`src/shcfp_pkg.sv`:
```
package shcfp_pkg;

  localparam int ABS_OUT_MAX  = 32767;
  localparam int ABS_IN_MAX   = 4095;
  localparam int KEPT_PAYLOAD = 8;
  localparam int HEAD_IDX_W   = $clog2(KEPT_PAYLOAD);

  localparam logic [7:0] HDR_A   = 8'h57;
  localparam logic [7:0] HDR_B   = 8'hAB;
  localparam logic [7:0] MAX_LEN = 8'd249;

  // frame byte positions
  localparam logic [7:0] POS_HDR_A = 8'd0;
  localparam logic [7:0] POS_HDR_B = 8'd1;
  localparam logic [7:0] POS_CMD   = 8'd3;
  localparam logic [7:0] POS_LEN   = 8'd4;
  localparam logic [7:0] POS_DATA  = 8'd5;

  localparam logic [1:0] ST_MORE   = 2'd0;
  localparam logic [1:0] ST_DROP   = 2'd1;
  localparam logic [1:0] ST_ACCEPT = 2'd2;

  localparam logic [2:0] ACT_NONE     = 3'd0;
  localparam logic [2:0] ACT_VERSION  = 3'd1;
  localparam logic [2:0] ACT_KEYBOARD = 3'd2;
  localparam logic [2:0] ACT_REL      = 3'd3;
  localparam logic [2:0] ACT_ABS      = 3'd4;
  localparam logic [2:0] ACT_RESTART  = 3'd5;

  localparam logic [7:0] CMD_VERSION  = 8'h01;
  localparam logic [7:0] CMD_KEYBOARD = 8'h02;
  localparam logic [7:0] CMD_ABS      = 8'h04;
  localparam logic [7:0] CMD_REL      = 8'h05;
  localparam logic [7:0] CMD_RESTART  = 8'h0F;

  localparam logic [7:0] MODE_REL = 8'h01;
  localparam logic [7:0] MODE_ABS = 8'h02;

  localparam logic [7:0] KBD_MIN_LEN = 8'd8;
  localparam logic [7:0] REL_MIN_LEN = 8'd5;
  localparam logic [7:0] ABS_MIN_LEN = 8'd7;

  typedef struct packed {
    logic [1:0]        frame_status;
    logic [2:0]        action;
    logic [7:0]        buttons;
    logic [47:0]       key_codes;
    logic [14:0]       abs_x;
    logic [14:0]       abs_y;
    logic signed [7:0] rel_dx;
    logic signed [7:0] rel_dy;
    logic signed [7:0] wheel;
  } shcfp_result_t;

endpackage

```
`src/serial_hid_command_frame_parser.sv`:
```
// Path: an accepted input word passes the input register and then the result register.
// Throughput: one word per cycle while the output is not stalled; the frame state updates
// as a word moves from the input register into the result register.
// Reset: synchronous, active low; clears both valid flags and the frame state
// (position, command, length, checksum). The data head needs no clearing.
module serial_hid_command_frame_parser (
  input  logic               clk,
  input  logic               rst_n,
  input  logic               in_valid,
  output logic               in_ready,
  input  logic [7:0]         in_rx_byte,
  output logic               out_valid,
  input  logic               out_ready,
  output logic [1:0]         out_frame_status,
  output logic [2:0]         out_action,
  output logic [7:0]         out_buttons,
  output logic [47:0]        out_key_codes,
  output logic [14:0]        out_abs_x,
  output logic [14:0]        out_abs_y,
  output logic signed [7:0]  out_rel_dx,
  output logic signed [7:0]  out_rel_dy,
  output logic signed [7:0]  out_wheel
);
  import shcfp_pkg::*;

  logic          byte_valid;
  logic [7:0]    byte_q;
  logic          out_free;
  logic          advance;
  shcfp_result_t result;
  shcfp_result_t result_q;

  assign advance = byte_valid && out_free;

  shcfp_in_stage u_in (
    .clk        (clk),
    .rst_n      (rst_n),
    .in_valid   (in_valid),
    .in_ready   (in_ready),
    .in_rx_byte (in_rx_byte),
    .take       (advance),
    .byte_valid (byte_valid),
    .byte_q     (byte_q)
  );

  shcfp_core u_core (
    .clk     (clk),
    .rst_n   (rst_n),
    .take    (advance),
    .rx_byte (byte_q),
    .result  (result)
  );

  shcfp_out_stage u_out (
    .clk       (clk),
    .rst_n     (rst_n),
    .load      (advance),
    .result    (result),
    .free      (out_free),
    .out_valid (out_valid),
    .out_ready (out_ready),
    .result_q  (result_q)
  );

  assign out_frame_status = result_q.frame_status;
  assign out_action       = result_q.action;
  assign out_buttons      = result_q.buttons;
  assign out_key_codes    = result_q.key_codes;
  assign out_abs_x        = result_q.abs_x;
  assign out_abs_y        = result_q.abs_y;
  assign out_rel_dx       = result_q.rel_dx;
  assign out_rel_dy       = result_q.rel_dy;
  assign out_wheel        = result_q.wheel;

endmodule

```
`src/shcfp_in_stage.sv`:
```
module shcfp_in_stage (
  input  logic       clk,
  input  logic       rst_n,
  input  logic       in_valid,
  output logic       in_ready,
  input  logic [7:0] in_rx_byte,
  input  logic       take,
  output logic       byte_valid,
  output logic [7:0] byte_q
);
  import shcfp_pkg::*;

  logic       valid_r, valid_nxt;
  logic [7:0] byte_r;

  assign in_ready   = !valid_r || take;
  assign byte_valid = valid_r;
  assign byte_q     = byte_r;

  always_comb begin
    valid_nxt = valid_r;
    if (in_valid && in_ready) begin
      valid_nxt = 1'b1;
    end else if (take) begin
      valid_nxt = 1'b0;
    end
  end

  always_ff @(posedge clk) begin
    if (!rst_n) begin
      valid_r <= 1'b0;
    end else begin
      valid_r <= valid_nxt;
    end
  end

  always_ff @(posedge clk) begin
    if (in_valid && in_ready) begin
      byte_r <= in_rx_byte;
    end
  end

endmodule

```
`src/shcfp_core.sv`:
```
module shcfp_core (
  input  logic                    clk,
  input  logic                    rst_n,
  input  logic                    take,
  input  logic [7:0]              rx_byte,
  output shcfp_pkg::shcfp_result_t result
);
  import shcfp_pkg::*;

  localparam int ABS_DIV = ABS_IN_MAX + 1;

  logic [7:0] pos_r, pos_nxt;
  logic [7:0] cmd_r, cmd_nxt;
  logic [7:0] len_r, len_nxt;
  logic [7:0] sum_r, sum_nxt;
  logic [7:0] head_r [KEPT_PAYLOAD];

  logic                  is_cksum;
  logic                  head_wr;
  logic [7:0]            data_off;
  logic [HEAD_IDX_W-1:0] head_idx;

  function automatic logic [14:0] scale_abs(input logic [7:0] lo, input logic [7:0] hi);
    logic [31:0] prod;
    logic [31:0] q;
    begin
      prod = 32'({hi, lo}) * 32'(ABS_OUT_MAX + 1);
      q    = prod / ABS_DIV;
      if (q > 32'(ABS_OUT_MAX)) begin
        scale_abs = 15'(ABS_OUT_MAX);
      end else begin
        scale_abs = q[14:0];
      end
    end
  endfunction

  assign data_off = pos_r - POS_DATA;
  assign head_idx = data_off[HEAD_IDX_W-1:0];
  assign is_cksum = (pos_r >= POS_DATA) &&
                    ({1'b0, pos_r} == {1'b0, POS_DATA} + {1'b0, len_r});

  always_comb begin
    result  = '0;
    pos_nxt = pos_r;
    cmd_nxt = cmd_r;
    len_nxt = len_r;
    sum_nxt = sum_r;
    head_wr = 1'b0;
    priority if (pos_r == POS_HDR_A && rx_byte != HDR_A) begin
      result.frame_status = ST_DROP;
      pos_nxt = '0;
      sum_nxt = '0;
    end else if (pos_r == POS_HDR_B && rx_byte != HDR_B) begin
      result.frame_status = ST_DROP;
      pos_nxt = '0;
      sum_nxt = '0;
    end else if (pos_r == POS_LEN && rx_byte > MAX_LEN) begin
      result.frame_status = ST_DROP;
      pos_nxt = '0;
      sum_nxt = '0;
    end else if (is_cksum) begin
      pos_nxt = '0;
      sum_nxt = '0;
      if (rx_byte != sum_r) begin
        result.frame_status = ST_DROP;
      end else begin
        result.frame_status = ST_ACCEPT;
        unique case (cmd_r)
          CMD_VERSION: begin
            result.action = ACT_VERSION;
          end
          CMD_KEYBOARD: begin
            if (len_r >= KBD_MIN_LEN) begin
              result.action    = ACT_KEYBOARD;
              result.buttons   = head_r[0];
              result.key_codes = {head_r[7], head_r[6], head_r[5],
                                  head_r[4], head_r[3], head_r[2]};
            end
          end
          CMD_REL: begin
            if (len_r >= REL_MIN_LEN && head_r[0] == MODE_REL) begin
              result.action  = ACT_REL;
              result.buttons = head_r[1];
              result.rel_dx  = head_r[2];
              result.rel_dy  = head_r[3];
              result.wheel   = head_r[4];
            end
          end
          CMD_ABS: begin
            if (len_r >= ABS_MIN_LEN && head_r[0] == MODE_ABS) begin
              result.action  = ACT_ABS;
              result.buttons = head_r[1];
              result.abs_x   = scale_abs(head_r[2], head_r[3]);
              result.abs_y   = scale_abs(head_r[4], head_r[5]);
              result.wheel   = head_r[6];
            end
          end
          CMD_RESTART: begin
            result.action = ACT_RESTART;
          end
          default: begin
            result.frame_status = ST_DROP;
          end
        endcase
      end
    end else begin
      if (pos_r == POS_CMD) begin
        cmd_nxt = rx_byte;
      end else if (pos_r == POS_LEN) begin
        len_nxt = rx_byte;
      end else if (pos_r >= POS_DATA && data_off < 8'(KEPT_PAYLOAD)) begin
        head_wr = 1'b1;
      end
      sum_nxt = sum_r + rx_byte;
      pos_nxt = pos_r + 8'd1;
    end
  end

  always_ff @(posedge clk) begin
    if (!rst_n) begin
      pos_r <= '0;
      cmd_r <= '0;
      len_r <= '0;
      sum_r <= '0;
    end else if (take) begin
      pos_r <= pos_nxt;
      cmd_r <= cmd_nxt;
      len_r <= len_nxt;
      sum_r <= sum_nxt;
    end
  end

  // first data words of the frame; only read after being written this frame
  always_ff @(posedge clk) begin
    if (take && head_wr) begin
      head_r[head_idx] <= rx_byte;
    end
  end

endmodule

```
`src/shcfp_out_stage.sv`:
```
module shcfp_out_stage (
  input  logic                    clk,
  input  logic                    rst_n,
  input  logic                    load,
  input  shcfp_pkg::shcfp_result_t result,
  output logic                    free,
  output logic                    out_valid,
  input  logic                    out_ready,
  output shcfp_pkg::shcfp_result_t result_q
);
  import shcfp_pkg::*;

  logic          valid_r, valid_nxt;
  shcfp_result_t result_r;

  assign free      = !valid_r || out_ready;
  assign out_valid = valid_r;
  assign result_q  = result_r;

  always_comb begin
    valid_nxt = valid_r;
    if (load) begin
      valid_nxt = 1'b1;
    end else if (out_ready) begin
      valid_nxt = 1'b0;
    end
  end

  always_ff @(posedge clk) begin
    if (!rst_n) begin
      valid_r <= 1'b0;
    end else begin
      valid_r <= valid_nxt;
    end
  end

  always_ff @(posedge clk) begin
    if (load) begin
      result_r <= result;
    end
  end

endmodule

```
`config.mk`:
```
export PLATFORM = sky130hd
export DESIGN_NAME = serial_hid_command_frame_parser
export DESIGN_NICKNAME = d
export VERILOG_FILES = /design/src/shcfp_pkg.sv /design/src/serial_hid_command_frame_parser.sv /design/src/shcfp_in_stage.sv /design/src/shcfp_core.sv /design/src/shcfp_out_stage.sv
export SDC_FILE = /design/constraint.sdc
export NUM_CORES = 1
export LEC_CHECK = 0
export BUFFER_PORTS_ARGS = -buffer_cell sky130_fd_sc_hd__buf_2
export CORE_MARGIN = 1.5
export CORE_UTILIZATION = 57
export CTS_CLUSTER_DIAMETER = 100
export DETAILED_ROUTE_END_ITERATION = 12
export GPL_TIMING_DRIVEN = 0
export MAX_ROUTING_LAYER = met4
export PLACE_DENSITY = 0.8
export SLEW_MARGIN = 20
export SYNTH_ARGS = -nofsm -noshare
export SYNTH_HDL_FRONTEND = slang
export SYNTH_SLANG_ARGS = --single-unit
export TNS_END_PERCENT = 50
```
`constraint.sdc`:
```
create_clock -name clk -period 7.4 [get_ports clk]
set_input_delay 1.11 -clock clk [delete_from_list [all_inputs] [get_ports clk]]
set_output_delay 1.11 -clock clk [all_outputs]
set_load 0.005 [all_outputs]
```
Word level (Yosys, flattened, before mapping)

Memories as Yosys holds them, arrays and structs flattened.
Cells that the tools add are included.

Register bits: 157
Memories: 1
Word-level logic and storage cells: 119
Output and inout port bits: 117
Bits of input ports: 12
RAM bits: 64

Memory list:

| memory        | depth | bits a word | rd ports | clocked after Yosys merged registers in | wr ports | line             | source |
|---|---|---|---|---|---|---|---|
| u_core.head_r | 8     | 8           | 8        | 0                                       | 1        | shcfp_core.sv:16 | `logic [7:0] head_r [KEPT_PAYLOAD];` |

Add/sub/neg operators: 4
Mux-type cells: 39
Bitwise gates (word level): 11
Reduce and logical (&&, ||, !) cells: 25
$lt $le $gt $ge: 8
Eq/ne operators: 14

Operator list:

| cell                                                                               | count |
|---|---|
| 114-bit 2-to-1 mux                                                                 | 1 |
| 113-bit 2-to-1 mux                                                                 | 1 |
| 8-bit 2-to-1 mux                                                                   | 9 |
| 30-bit 2-to-1 mux                                                                  | 2 |
| 58-bit 2-to-1 mux                                                                  | 1 |
| 48-bit 2-to-1 mux                                                                  | 1 |
| 19-bit by 15-bit greater-than comparator with 1-bit output (second input constant) | 2 |
| 15-bit 2-to-1 mux                                                                  | 2 |
| 8-bit by 1-bit equality test with 1-bit output (second input constant)             | 3 |
| 8-bit by 2-bit equality test with 1-bit output (second input constant)             | 3 |
| 8-bit by 3-bit equality test with 1-bit output (second input constant)             | 3 |
| 8-bit by 3-bit >= comparator with 1-bit output (second input constant)             | 3 |
| 24-bit 2-to-1 mux                                                                  | 1 |
| 8-bit one-hot mux with 3 select lines                                              | 1 |
| 7-bit OR reduction                                                                 | 3 |
| 16-bit 2-to-1 mux                                                                  | 1 |
| 8-bit one-hot mux with 2 select lines                                              | 1 |
| 3-bit one-hot mux with 5 select lines                                              | 1 |
| 1-bit 2-to-1 mux                                                                   | 14 |
| 11-bit 2-to-1 mux                                                                  | 1 |
| 1-bit NOT                                                                          | 11 |
| 1-bit logical AND                                                                  | 10 |
| 10-bit 2-to-1 mux                                                                  | 1 |
| 5-bit OR reduction                                                                 | 2 |
| 20 further kinds                                                                   | 23 |

Depth between registers and ports, before layout

Depth in word-level cells: 13
Gate-level depth with buffers: 11
Depth with buffers taken out: 8

Hierarchy

From an unflattened synthesis, not the netlist that was laid out.

Cells, all modules: 675
Area, all modules: 9181.3 µm²

By module, submodules not included:

| module                          | sequential area each (µm²) | cells an instance | instances | area an instance (µm²) |
|---|---|---|---|---|
| shcfp_core                      | 2562.5                     | 542               | 1         | 5375.2 |
| shcfp_out_stage                 | 3473.3                     | 119               | 1         | 3502.1 |
| shcfp_in_stage                  | 260.2                      | 13                | 1         | 297.8 |
| serial_hid_command_frame_parser | 0.0                        | 1                 | 1         | 6.3 |

Least setup slack after synthesis

Ideal clock, no wire load.

Path kind: input to register
From: in out_ready
To: mem u_core.head_r[2][0] (enable)
Setup slack: 1098 ps
Library setup time: 383 ps
Path buffers: 2
Data arrival time: 5918 ps
Stages: 7
Required time: 7017 ps
Cell sequence: nand2b_1 > nand2_1 > inv_1 > clkbuf_1 > clkbuf_1 > nand2_1 > nor3_1

Cells in the longest elaborated chain, start to end: 5

RTL lines:

| element                                | line                                  | source |
|---|---|---|
| from (decl)                            | serial_hid_command_frame_parser.sv:13 | `input logic out_ready,` |
| 1-bit logical OR                       | shcfp_out_stage.sv:16                 | `assign free = !valid_r \|\| out_ready;` |
| 1-bit logical AND                      | serial_hid_command_frame_parser.sv:33 | `assign advance = byte_valid && out_free;` |
| named net advance                      | serial_hid_command_frame_parser.sv:29 | `logic advance;` |
| 1-bit logical AND                      | shcfp_core.sv:135                     | `if (take && head_wr) begin` |
| 1-bit 2-to-1 mux                       | shcfp_core.sv:135                     |  |
| 1-bit 2-to-1 mux (implied by the code) | shcfp_core.sv:136                     | `head_r[head_idx] <= rx_byte;` |
| to (decl)                              | shcfp_core.sv:16                      |  |

The timed path passes the listed nets, and every way through them passes these cells.

Final worst setup path

From: in out_ready
To: mem u_core.head_r[2][2] (enable)

Same word-level chain as after synthesis.

==> results.sh <==
export IMPL_n_antenna_cell=0
export IMPL_power_mw=2.521
export IMPL_layout_nets=833
export IMPL_finalWorstSetupSlack_ns=3.858
export IMPL_final_common_cell="edfxtp_1"
export IMPL_cp_top_family="buffers and inverters"
export IMPL_setup_viol=0
export IMPL_asyncSetResetFlopFracSynth_pct=0
export IMPL_cap_viol_max_count=0
export IMPL_rsz0062_at_grt="false"
export IMPL_areaGrowthSynthToFinish_pct=18.82
export IMPL_clkTransAtPathRegs_ns=0.06
export IMPL_ys_types=59
export IMPL_cp_required_ns=7.53
export IMPL_synth_edf_count=183
export IMPL_ios=129
export IMPL_grt_start_max_net_pins=60
export IMPL_hold_class="register to register"
export IMPL_synth_area_sq_mm=0.008949
export IMPL_crit_slowest_cell="nor3_2"
export IMPL_ys_seq_area_share_pct=69.02
export IMPL_grt_overflow=0
export IMPL_die_x_microns=128.3
export IMPL_cts_root_buf="clkbuf_16"
export IMPL_final_area_sq_mm=0.01063
export IMPL_detail_route_iter0_violations=513
export IMPL_cts_tree="built"
export IMPL_cts_resized=0
export IMPL_start_kind="input port"
export IMPL_antenna_found_initial=0
export IMPL_synthFlopType="edfxtp_1"
export IMPL_synth_area_leaders="edfxtp_1 (61%), dfxtp_1 (7.6%), and2_1 (4.8%)"
export IMPL_cts_path_max_buffers=3
export IMPL_timing_final_max_slew_violations=0
export IMPL_worstPathMaxFanout=59
export IMPL_avgSynthCellArea_sq_um=13.75
export IMPL_setup_worst_path_end_class="register"
export IMPL_grt_pass1_vias=5651
export IMPL_holdWs_ns=0.4913
export IMPL_yosys_area_top_type="edfxtp_1"
export IMPL_final_cell_mix="edfxtp_1 (183), buf_2 (135), and2_1 (68), nor2_1 (40), dfxtp_1 (34)"
export IMPL_crit_arrival_ns=3.67
export IMPL_start_util_pct=58.65
export IMPL_power_leakage_nw=3.683
export IMPL_utilization_pct=69.68
export IMPL_drtAntennaViolNets=0
export IMPL_post_cts_setup_buffers=0
export IMPL_pwr_density_cell_mw_per_mm2=237.1
export IMPL_htree_levels=1
export IMPL_drtPass1Iterations=5
export IMPL_hpwl_microns=12870
export IMPL_period_share_pct=47.86
export IMPL_path_cells="buf_2 > nand2b_1 > nand2_1 > inv_1 > clkbuf_1 > clkbuf_4 > buf_16 > buf_16 > nand2_1 > nor3_2"
export IMPL_place_area_sq_mm=0.009930
export IMPL_worst_pin_slew_ns=0.9025
export IMPL_finalWirelength_microns=18850
export IMPL_cp_buffers_inverters=6
export IMPL_core_area_sq_mm=0.01526
export IMPL_grt_pass1_wl_microns=29070
export IMPL_slew_headroom_pct=39.33
export IMPL_cts_hold_buffers=0
export IMPL_via_per_inst=5.635
export IMPL_ys_seq_elements=217
export IMPL_final_hold_viol_count=0
export IMPL_die_area_sq_mm=0.01646
export IMPL_synthesis_nets=679
export IMPL_die_y_microns=128.3
export IMPL_placementRows=45
export IMPL_clock_sinks=217
export IMPL_ys_warn_count=0
export IMPL_portBuffers=128
export IMPL_drc=0
export IMPL_clk_insertion_delay_late_ns=0.50
export IMPL_grt_usage_pct=23.55
export IMPL_status="completed"
export IMPL_fmax_ghz=0.2823
export IMPL_synthDominantCellAreaShare_pct=61.41
export IMPL_post_route_min_period_ns=3.542
export IMPL_netlist_instances=651
export IMPL_drive_above_1_share_pct=23.54
export IMPL_vias=5810
export IMPL_path_class="input port to register"
export IMPL_fillers=1051
export IMPL_numCtsBuffers=22
export IMPL_place_ws_ns=2.976
export IMPL_skew_ns=0.02845
export IMPL_critical_path_max_stage_delay_ns=0.58
export IMPL_ir_drop_mv=0.1543
export IMPL_routedWlPerCell_microns=18.28
export IMPL_place_congestion=0.9031
-- path summary, 6_finish.rpt --
path | start | to | slack, ns | cells after the start
max reg2reg | u_in.byte_q[5] | u_out.result_q[11] | 3.88 | 8
min | u_core.sum_r[2] | u_core.sum_r[2] | 0.49 | 2
max | out_ready | u_core.head_r[2][2] | 3.86 | 10
min reg2reg | u_core.sum_r[2] | u_core.sum_r[2] | 0.49 | 2
-- layer usage --
layer	part of all wire, %	vias to the layer above	track usage (%)	wire length (microns)
met5	0	-	-	0
met1	41	2796	29.09	7648
met4	3.3	0	9.782	628
li1	-	2721	-	-
met2	50	241	39.18	9398
met3	6.2	52	3.548	1175
-- synth_stat cells (all sizes together), types with 3 or more instances --
cell type and n:
inv 12, nor2 40, xnor2 10, nand4 3, o21a 24, a31oi 3
a21oi 11, nor2b 4, and2 68, nand4b 3, a211oi 8, and3 7
o31ai 4, xor2 11, mux2i 8, nand3 31, nand2 33, clkbuf 19
nor3b 3, or4 5, edfxtp 183, nand3b 3, dfxtp 34, or2 3
nor3 13, a22oi 16, or3 4, nor4 7, nand2b 3, ha 15
buf 19, o21ai 20
-- registers in the layout, indices dropped and copies added (netlist names) --
| name | flops |
|---|---|
| u_core.cmd_r | 8 |
| u_core.head_r | 64 |
| u_core.len_r | 8 |
| u_core.pos_r | 8 |
| u_core.sum_r | 8 |
| u_in.byte_q | 8 |
| u_in.byte_valid | 1 |
| u_out.out_valid | 1 |
| u_out.result_q | 111 |
-- power by group --
part           internal (mW)  switching [mW]  total, mW  leakage (nW)
registers               1.36          0.0218       1.38          1.90
logic                 0.0329          0.0470     0.0799          1.45
clock network          0.635           0.428       1.06         0.340
total                   2.02           0.497       2.52          3.68
-- cell type report --
class                           count  area [sq um]  share of cell area [%]
Sequential cell                   217          6176                   58.08
Inverter                           12         45.04                  0.4236
Clock inverter                      5         51.30                  0.4825
Buffer                             38         212.7                   2.000
Clock buffer                       34         646.9                   6.084
Tap cell                          211         264.0                   2.483
Multi-Input combinational cell    384          2541                   23.90
Timing Repair Buffer              130         695.7                   6.543
-- kinds of logic (layout without fill, tap and decap cells) --
group	count (synthesis)	in the layout	synth area share [%]
AO/OA/AOI/OAI	105	105	8.362
XOR/XNOR	21	21	2.055
adder cells (fa/ha/maj)	16	16	2.321
buffers and inverters	50	219	2.838
flip-flops	217	217	69.02
multiplexers	8	8	0.8949
AND/OR/NAND/NOR	234	234	14.51
-- per-stage QoR --
stage	cells	TNS [ns]
2_1_floorplan	651	0
3_3_place_gp	990	-22.67
3_5_place_dp	992	0
4_1_cts	1031	0
5_1_grt	1031	0
6_report	1031	0
-- worst min-delay path, delay by kind of cell (launching register included) --
family	cells	cell delay, ns
AND/OR/NAND/NOR	1	0.06
flip-flops	1	0.32
AO/OA/AOI/OAI	1	0.06
Power figures use the tool's default switching activity.
